==> config.mk <==
export PLATFORM = sky130hd
export DESIGN_NAME = sampled_closest_approach
export DESIGN_NICKNAME = d
export VERILOG_FILES = /design/src/hdl/sca_pkg.sv /design/src/hdl/sca_isqrt.sv /design/src/hdl/sampled_closest_approach.sv
export SDC_FILE = /design/constraint.sdc
export NUM_CORES = 2
export LEC_CHECK = 0
export ABC_AREA = 1
export BUFFER_PORTS_ARGS = -buffer_cell sky130_fd_sc_hd__buf_2
export CAP_MARGIN = 25
export CORE_MARGIN = 1.5
export CORE_UTILIZATION = 50
export CTS_BUF_LIST = sky130_fd_sc_hd__clkbuf_8 sky130_fd_sc_hd__clkbuf_16
export DETAILED_ROUTE_END_ITERATION = 7
export PLACE_DENSITY = 0.66
export SETUP_SLACK_MARGIN = 0.3
export SKIP_LAST_GASP = 1
export SYNTH_ARGS = -nofsm -noshare
export SYNTH_HDL_FRONTEND = slang
export SYNTH_SLANG_ARGS = --single-unit
==> constraint.sdc <==
create_clock -name clock -period 20.9 [get_ports clock]
set_input_delay 3.135 -clock clock [delete_from_list [all_inputs] [get_ports clock]]
set_output_delay 3.135 -clock clock [all_outputs]
set_load 0.05 [all_outputs]
==> src/hdl/sca_pkg.sv <==
package sca_pkg;

   localparam int MaxSpeedDefault = 64;
   localparam int CoordBitsDefault = 16;

   localparam int PosW = 16;
   localparam int VelW = 12;
   localparam int DistW = 17;
   localparam int FracOne = 16;

   // Squared distance of one sample and the integer root taken from it.
   localparam int SqW = 35;
   localparam int RootW = (SqW + 1) / 2;

endpackage

==> src/hdl/sca_isqrt.sv <==
module sca_isqrt (
   input  logic                       clock,
   input  logic                       reset,
   input  logic                       start,
   input  logic [sca_pkg::SqW-1:0]    radicand,
   output logic                       done,
   output logic [sca_pkg::RootW-1:0]  root
);
   import sca_pkg::*;

   localparam int TopBitPos = ((SqW - 1) / 2) * 2;
   localparam logic [SqW-1:0] TopBit = SqW'(1) << TopBitPos;

   logic           run_ff, run_in;
   logic           done_ff, done_in;
   logic [SqW-1:0] rad_ff, rad_in;
   logic [SqW-1:0] acc_ff, acc_in;
   logic [SqW-1:0] bit_ff, bit_in;
   logic [SqW:0]   trial;

   // One result bit per cycle, from the top even bit position downwards.
   always_comb begin
      run_in = run_ff;
      done_in = 1'b0;
      rad_in = rad_ff;
      acc_in = acc_ff;
      bit_in = bit_ff;
      trial = {1'b0, acc_ff} + {1'b0, bit_ff};
      if (start) begin
         run_in = 1'b1;
         rad_in = radicand;
         acc_in = '0;
         bit_in = TopBit;
      end else if (run_ff) begin
         if ({1'b0, rad_ff} >= trial) begin
            rad_in = rad_ff - trial[SqW-1:0];
            acc_in = (acc_ff >> 1) + bit_ff;
         end else begin
            acc_in = acc_ff >> 1;
         end
         bit_in = bit_ff >> 2;
         if (bit_ff[0]) begin
            run_in = 1'b0;
            done_in = 1'b1;
         end
      end
   end

   always_ff @(posedge clock) begin
      if (reset) begin
         run_ff <= 1'b0;
         done_ff <= 1'b0;
      end else begin
         run_ff <= run_in;
         done_ff <= done_in;
      end
   end

   always_ff @(posedge clock) begin
      rad_ff <= rad_in;
      acc_ff <= acc_in;
      bit_ff <= bit_in;
   end

   assign done = done_ff;
   assign root = acc_ff[RootW-1:0];

endmodule

==> src/hdl/sampled_closest_approach.sv <==
// Processes one item at a time: a new request is taken only in the idle state, once the
// result of the last one has been loaded into the output register. The step division
// works one quotient bit at a time for each of the four lanes, the sample loop takes
// N = floor(D/16) + 1 samples on one shared multiplier, where D is the largest clamped
// velocity component, and the square root takes 18 steps before the result is registered.
// Reset is synchronous and clears the sequencer and the result valid flag.
module sampled_closest_approach #(
   parameter int MAX_SPEED = sca_pkg::MaxSpeedDefault,
   parameter int COORD_BITS = sca_pkg::CoordBitsDefault
) (
   input  logic                                clock,
   input  logic                                reset,
   input  logic                                req_valid,
   output logic                                req_ready,
   input  logic signed [sca_pkg::PosW-1:0]     req_first_pos_x,
   input  logic signed [sca_pkg::PosW-1:0]     req_first_pos_y,
   input  logic signed [sca_pkg::VelW-1:0]     req_first_vel_x,
   input  logic signed [sca_pkg::VelW-1:0]     req_first_vel_y,
   input  logic signed [sca_pkg::PosW-1:0]     req_second_pos_x,
   input  logic signed [sca_pkg::PosW-1:0]     req_second_pos_y,
   input  logic signed [sca_pkg::VelW-1:0]     req_second_vel_x,
   input  logic signed [sca_pkg::VelW-1:0]     req_second_vel_y,
   output logic                                rsp_valid,
   input  logic                                rsp_ready,
   output logic [sca_pkg::DistW-1:0]           rsp_closest_distance
);
   import sca_pkg::*;

   localparam int Lanes = 4;
   localparam int MagW = VelW;
   localparam int IdxW = MagW - 4;
   localparam int NumW = MagW + 4;
   localparam int QW = 5;
   localparam int DiffW = PosW + 1;
   localparam int ProdW = 2 * DiffW;
   localparam logic signed [NumW-1:0] VelLim = NumW'(MAX_SPEED * FracOne);
   localparam logic [RootW-1:0] DistMax = (COORD_BITS + 1 >= RootW) ? '1 :
      RootW'((64'(1) << (COORD_BITS + 1)) - 64'(1));

   typedef enum logic [7:0] {
      ST_IDLE = 8'b0000_0001,
      ST_DIV  = 8'b0000_0010,
      ST_LOAD = 8'b0000_0100,
      ST_MULX = 8'b0000_1000,
      ST_MULY = 8'b0001_0000,
      ST_FIN  = 8'b0010_0000,
      ST_ROOT = 8'b0100_0000,
      ST_OUT  = 8'b1000_0000
   } state_type;

   state_type               state_ff, state_in;
   logic                    pend_ff, pend_in;
   logic                    rsp_valid_ff, rsp_valid_in;
   logic [DistW-1:0]        dist_ff, dist_in;

   logic signed [PosW-1:0]  pos_ff [Lanes], pos_in [Lanes];
   logic                    neg_ff [Lanes], neg_in [Lanes];
   logic [MagW-1:0]         mag_ff [Lanes], mag_in [Lanes];
   logic [QW-1:0]           qs_ff [Lanes], qs_in [Lanes];
   logic [MagW-1:0]         rs_ff [Lanes], rs_in [Lanes];
   logic [MagW-1:0]         accq_ff [Lanes], accq_in [Lanes];
   logic [MagW-1:0]         accr_ff [Lanes], accr_in [Lanes];
   logic [MagW-1:0]         d_ff, d_in;
   logic [IdxW-1:0]         last_ff, last_in;
   logic [IdxW-1:0]         idx_ff, idx_in;
   logic [1:0]              lane_ff, lane_in;
   logic [2:0]              k_ff, k_in;
   logic [NumW-1:0]         rem_ff, rem_in;
   logic [QW-2:0]           qpart_ff, qpart_in;
   logic [DiffW-1:0]        adx_ff, adx_in, ady_ff, ady_in;
   logic [ProdW-1:0]        sqx_ff, sqx_in, sqy_ff, sqy_in;
   logic [SqW-1:0]          best_ff, best_in;

   logic signed [VelW-1:0]  vel_req [Lanes];
   logic signed [PosW-1:0]  pos_req [Lanes];
   logic signed [NumW-1:0]  vext, vclamp;
   logic [MagW-1:0]         mag_req [Lanes];
   logic                    neg_req [Lanes];
   logic [MagW-1:0]         dmax;

   logic [NumW-1:0]         cur_rem, den, rem_nx;
   logic [QW-2:0]           cur_q;
   logic                    take;

   logic [MagW:0]           rsum [Lanes];
   logic                    wrap [Lanes];
   logic [MagW-1:0]         stepq [Lanes], stepr [Lanes];
   logic signed [MagW:0]    off [Lanes];
   logic signed [DiffW+1:0] ax, ay, bx, by, dxs, dys, dxa, dya;

   logic [DiffW-1:0]        mul_a;
   logic [ProdW-1:0]        prod;
   logic [SqW-1:0]          sqsum;
   logic                    better;

   logic                    root_start, root_done;
   logic [SqW-1:0]          root_arg;
   logic [RootW-1:0]        root, root_sat;

   sca_isqrt u_isqrt (
      .clock    (clock),
      .reset    (reset),
      .start    (root_start),
      .radicand (root_arg),
      .done     (root_done),
      .root     (root)
   );

   assign req_ready = (state_ff == ST_IDLE);
   assign rsp_valid = rsp_valid_ff;
   assign rsp_closest_distance = dist_ff;

   always_comb begin
      vel_req[0] = req_first_vel_x;
      vel_req[1] = req_first_vel_y;
      vel_req[2] = req_second_vel_x;
      vel_req[3] = req_second_vel_y;
      pos_req[0] = req_first_pos_x;
      pos_req[1] = req_first_pos_y;
      pos_req[2] = req_second_pos_x;
      pos_req[3] = req_second_pos_y;
      dmax = '0;
      vext = '0;
      vclamp = '0;
      for (int l = 0; l < Lanes; l++) begin
         vext = NumW'(vel_req[l]);
         if (vext > VelLim) begin
            vclamp = VelLim;
         end else if (vext < -VelLim) begin
            vclamp = -VelLim;
         end else begin
            vclamp = vext;
         end
         neg_req[l] = vclamp[NumW-1];
         mag_req[l] = neg_req[l] ? MagW'(-vclamp) : MagW'(vclamp);
         if (mag_req[l] > dmax) begin
            dmax = mag_req[l];
         end
      end
      if (dmax == '0) begin
         dmax = MagW'(1);
      end
   end

   // Step quotient and remainder of 16*|v|/D, one quotient bit per cycle.
   always_comb begin
      cur_rem = (k_ff == 3'd4) ? {mag_ff[lane_ff], 4'b0000} : rem_ff;
      cur_q = (k_ff == 3'd4) ? '0 : qpart_ff;
      den = NumW'(d_ff) << k_ff;
      take = (cur_rem >= den);
      rem_nx = take ? cur_rem - den : cur_rem;
   end

   // Running offsets: accq*D + accr equals 16*|v|*i for the next sample.
   always_comb begin
      for (int l = 0; l < Lanes; l++) begin
         rsum[l] = {1'b0, accr_ff[l]} + {1'b0, rs_ff[l]};
         wrap[l] = (rsum[l] >= {1'b0, d_ff});
         stepr[l] = wrap[l] ? MagW'(rsum[l] - {1'b0, d_ff}) : rsum[l][MagW-1:0];
         stepq[l] = accq_ff[l] + MagW'(qs_ff[l]) + MagW'(wrap[l]);
         off[l] = neg_ff[l] ? -$signed({1'b0, accq_ff[l]}) : $signed({1'b0, accq_ff[l]});
      end
      ax = (DiffW+2)'(pos_ff[0]) + (DiffW+2)'(off[0]);
      ay = (DiffW+2)'(pos_ff[1]) + (DiffW+2)'(off[1]);
      bx = (DiffW+2)'(pos_ff[2]) + (DiffW+2)'(off[2]);
      by = (DiffW+2)'(pos_ff[3]) + (DiffW+2)'(off[3]);
      dxs = ax - bx;
      dys = ay - by;
      dxa = dxs[DiffW+1] ? -dxs : dxs;
      dya = dys[DiffW+1] ? -dys : dys;
   end

   always_comb begin
      mul_a = (state_ff == ST_MULX) ? adx_ff : ady_ff;
      prod = ProdW'(mul_a) * ProdW'(mul_a);
      sqsum = SqW'(sqx_ff) + SqW'(sqy_ff);
      better = (sqsum < best_ff);
      root_sat = (root > DistMax) ? DistMax : root;
   end

   always_comb begin
      state_in = state_ff;
      pend_in = pend_ff;
      rsp_valid_in = rsp_valid_ff && !rsp_ready;
      dist_in = dist_ff;
      pos_in = pos_ff;
      neg_in = neg_ff;
      mag_in = mag_ff;
      qs_in = qs_ff;
      rs_in = rs_ff;
      accq_in = accq_ff;
      accr_in = accr_ff;
      d_in = d_ff;
      last_in = last_ff;
      idx_in = idx_ff;
      lane_in = lane_ff;
      k_in = k_ff;
      rem_in = rem_ff;
      qpart_in = qpart_ff;
      adx_in = adx_ff;
      ady_in = ady_ff;
      sqx_in = sqx_ff;
      sqy_in = sqy_ff;
      best_in = best_ff;
      root_start = 1'b0;
      root_arg = best_ff;

      unique case (state_ff)
         ST_IDLE: begin
            if (req_valid) begin
               pos_in = pos_req;
               neg_in = neg_req;
               mag_in = mag_req;
               d_in = dmax;
               last_in = dmax[MagW-1:4];
               idx_in = '0;
               lane_in = '0;
               k_in = 3'd4;
               for (int l = 0; l < Lanes; l++) begin
                  accq_in[l] = '0;
                  accr_in[l] = '0;
               end
               best_in = '1;
               pend_in = 1'b0;
               state_in = ST_DIV;
            end
         end
         ST_DIV: begin
            rem_in = rem_nx;
            qpart_in = {cur_q[QW-3:0], take};
            if (k_ff == 3'd0) begin
               qs_in[lane_ff] = {cur_q, take};
               rs_in[lane_ff] = rem_nx[MagW-1:0];
               k_in = 3'd4;
               lane_in = lane_ff + 2'd1;
               if (lane_ff == 2'(Lanes - 1)) begin
                  state_in = ST_LOAD;
               end
            end else begin
               k_in = k_ff - 3'd1;
            end
         end
         ST_LOAD: begin
            adx_in = dxa[DiffW-1:0];
            ady_in = dya[DiffW-1:0];
            accq_in = stepq;
            accr_in = stepr;
            state_in = ST_MULX;
         end
         ST_MULX: begin
            sqx_in = prod;
            if (pend_ff && better) begin
               best_in = sqsum;
            end
            pend_in = 1'b0;
            state_in = ST_MULY;
         end
         ST_MULY: begin
            sqy_in = prod;
            pend_in = 1'b1;
            adx_in = dxa[DiffW-1:0];
            ady_in = dya[DiffW-1:0];
            accq_in = stepq;
            accr_in = stepr;
            idx_in = idx_ff + IdxW'(1);
            state_in = (idx_ff == last_ff) ? ST_FIN : ST_MULX;
         end
         ST_FIN: begin
            if (better) begin
               best_in = sqsum;
            end
            pend_in = 1'b0;
            root_start = 1'b1;
            root_arg = best_in;
            state_in = ST_ROOT;
         end
         ST_ROOT: begin
            if (root_done) begin
               state_in = ST_OUT;
            end
         end
         ST_OUT: begin
            if (!rsp_valid_ff || rsp_ready) begin
               rsp_valid_in = 1'b1;
               dist_in = root_sat[DistW-1:0];
               state_in = ST_IDLE;
            end
         end
         default: begin
            state_in = ST_IDLE;
         end
      endcase
   end

   always_ff @(posedge clock) begin
      if (reset) begin
         state_ff <= ST_IDLE;
         pend_ff <= 1'b0;
         rsp_valid_ff <= 1'b0;
      end else begin
         state_ff <= state_in;
         pend_ff <= pend_in;
         rsp_valid_ff <= rsp_valid_in;
      end
   end

   always_ff @(posedge clock) begin
      dist_ff <= dist_in;
      pos_ff <= pos_in;
      neg_ff <= neg_in;
      mag_ff <= mag_in;
      qs_ff <= qs_in;
      rs_ff <= rs_in;
      accq_ff <= accq_in;
      accr_ff <= accr_in;
      d_ff <= d_in;
      last_ff <= last_in;
      idx_ff <= idx_in;
      lane_ff <= lane_in;
      k_ff <= k_in;
      rem_ff <= rem_in;
      qpart_ff <= qpart_in;
      adx_ff <= adx_in;
      ady_ff <= ady_in;
      sqx_ff <= sqx_in;
      sqy_ff <= sqy_in;
      best_ff <= best_in;
   end

endmodule

==> results.json <==
{
  "drive_gt1_frac": 0.0705,
  "fin_skew_ns": 0.0287,
  "place_congestion": 0.919,
  "grt_pass1_wl_microns": 205000,
  "drt_pass1_iterations": 6,
  "synthCells": 6087,
  "die_w_microns": 322,
  "cp-start-kind": "primary input",
  "cp_common_cell": "nand2_1",
  "synth_compound_area_frac": 0.122,
  "ir_drop_mv": 0.154,
  "finalHoldViolCount": 0,
  "synth_top_family_by_area": "adder cells",
  "yosysWarnings": 0,
  "insertion_delay_ns": 0.65,
  "synth_area_per_cell_sq_um": 8.35,
  "synthArstFlopShare": 0,
  "synth_area_sq_um": 50800,
  "slew_headroom": 0.318,
  "synthFlopType": "edfxtp_1",
  "wirelength_microns": 127000,
  "crit_type": "primary input to register",
  "leakagePower_nw": 25.2,
  "grt_max_degree": 78,
  "holdBufCountCts": 0,
  "cts_resized": 0,
  "core_area_sq_um": 100000,
  "wire_per_inst_microns": 16.7,
  "vias": 41000,
  "cp_slowest_stage_delay_ns": 0.51,
  "pre_cts_ws_ns": 10.74,
  "maxCapViolCount": 0,
  "finalSetupViolCount": 0,
  "antenna_found_initial": 2,
  "setup_tns_ns": 0,
  "place_hpwl_microns": 99300,
  "slowest_stage": "o21ai_2",
  "grt_pass1_vias": 40000,
  "required_ns": 21.41,
  "fmax_mhz": 106,
  "synthSimpleGateAreaFrac": 0.186,
  "fin_crit_ns": 9.44,
  "arrival_ns": 9.95,
  "ios": 135,
  "p_per_area_nw_per_um2": 175,
  "ys_seq_area_frac": 0.328,
  "grt-ovfl-total": 0,
  "synth_fa_ha_area_frac": 0.222,
  "cts-buffers-inserted": 70,
  "hold_path_class": "register to register",
  "post-synth-top-area-cell": "edfxtp_1",
  "clock-sinks": 577,
  "tightest_slew_ns": 1.02,
  "start_util": 0.506,
  "status": "finished clean",
  "cts.clk_slew.worst_paths_ns": 0.06,
  "cts-root-buf": "clkbuf_16",
  "syn_to_final_growth_pct": 8.95,
  "holdWs_ns": 0.476,
  "cts_tree": "done",
  "synth_edf_count": 512,
  "cts_htree_levels": 3,
  "grt_use_total": 0.246,
  "final-max-slew-violation-count": 0,
  "port_buffers": 134,
  "die-area_sq_um": 104000,
  "synth_mux_area_frac": 0.000394,
  "yosysTopAreaCellShare": 0.302,
  "synth_cell_types": 69,
  "clockBufferDepth": 3,
  "min_period_over_period": 0.451,
  "synth_seq_cells": 577,
  "cts_setup_buffers": 0,
  "cp_max_fo": 18,
  "rows": 116,
  "ys_top_cells_by_area": "edfxtp_1, ha_1, fa_1",
  "final_nets": 7066,
  "end_kind": "register",
  "die_h_microns": 322,
  "grt_setup_unrepaired": "no",
  "diodes": 0,
  "fin_ws_ns": 11.46,
  "num-fill-cells": 9373,
  "route.detailed.drc": 0,
  "synthXorXnorAreaFrac": 0.0591,
  "ant_nets": 0,
  "viasPerCell": 5.37,
  "first_iter_violations": 2845
}
## layout make-up
type	count	area [sq um]	share of cell area
multi-input cells	4428	30000	0.542
flip-flops and latches	577	16700	0.301
inverters	957	3590	0.0649
clock buffers	70	1750	0.0316
well taps	1357	1700	0.0307
repair buffers	181	1050	0.0190
clock inverters	57	586	0.0106
## critical path, delay by kind of cell
kind | cells | cell delay, ns
and+or+nand+nor | 30 | 3.66
buffers and inverters | 6 | 0.96
adders and majority gates | 4 | 0.97
AOI/OAI and AO/OA | 6 | 1.21
## kinds of logic after synthesis
group,count (synthesis)
AO/OA/AOI/OAI,1115
XOR/XNOR,343
adder cells (fa/ha/maj),735
buffers and inverters,1091
flip-flops,577
multiplexers,2
other,2
AND/OR/NAND/NOR,2222
## registers in the layout, indices dropped and copies added (netlist names), 3 cells and up
signal                flops
accq_ff                  48
accr_ff                  48
adx_ff                   17
ady_ff                   17
best_ff                  35
d_ff                      4
idx_ff                    8
k_ff                      3
last_ff                   8
mag_ff                   48
neg_ff                    4
pos_ff                   64
qpart_ff                  4
qs_ff                    20
rem_ff                   16
rs_ff                    48
rsp_closest_distance     17
sqx_ff                   33
sqy_ff                   33
state_ff                  8
u_isqrt.acc_ff           35
u_isqrt.bit_ff           18
u_isqrt.rad_ff           35
## synth_stat cells, types with 15 or more instances
master and number:
dfxtp_1 65, nand3_2 18, clkbuf_1 77, or2_2 33, a31oi_1 40, ha_1 458
nor2_1 580, o21ai_0 372, nand2_1 1093, a21oi_1 471, inv_2 15, nor3_1 66
xnor2_1 112, nand3_1 285, xor2_1 231, nand4_1 49, o21ai_1 40, inv_1 938
a211oi_1 18, edfxtp_1 512, o211ai_1 34, a21oi_2 18, fa_1 277, buf_2 36
nor4_1 22, nand2_2 27, a21o_1 22
## cells in the final DEF (no fill, tap or decap), types with 112 or more instances in the layout
master	Yosys	final
buf_2	36	135
fa_1	277	277
edfxtp_1	512	512
nand3_1	285	284
a21oi_1	471	469
xor2_1	231	231
xnor2_1	112	112
inv_1	938	948
ha_1	458	458
nand2_1	1093	1091
o21ai_0	372	368
nor2_1	580	579
## per-layer routing
layer | up-vias | global-route usage | wire, microns
met3 | 178 | 0.0285 | 6420
met2 | 1013 | 0.433 | 61900
li1 | 20500 | - | -
met4 | 0 | 0.0648 | 2880
met5 | - | 0 | 0
met1 | 19300 | 0.321 | 55900
## where the power goes
group / leakage [nW] / internal [mW] / switching [mW]
Clock: 1.18 / 0.740 / 0.515
Sequential: 5.16 / 1.92 / 0.142
Combinational: 18.8 / 2.24 / 4.12
## through the flow
stage               utilization  instances  cell area (sq um)  total power [mW]
CTS                       0.551       7626              55400              9.70
detailed placement        0.528       7499              53000              8.40
global placement          0.527       7494              53000              8.26
global route              0.551       7627              55400              10.6
finish                    0.551       7627              55400              9.67
floorplan                     -       6096              50900              6.86
## worst paths after layout
kind                 to  slack (ns)               start  cells past startpoint
max reg2reg  sqy_ff[33]       12.47         state_ff[7]                     29
min             pend_ff        0.48             pend_ff                      2
max             d_ff[0]       11.46  req_first_vel_x[2]                     46
min reg2reg     pend_ff        0.48             pend_ff                      2
Note: power is estimated with default switching activity, not from simulation.
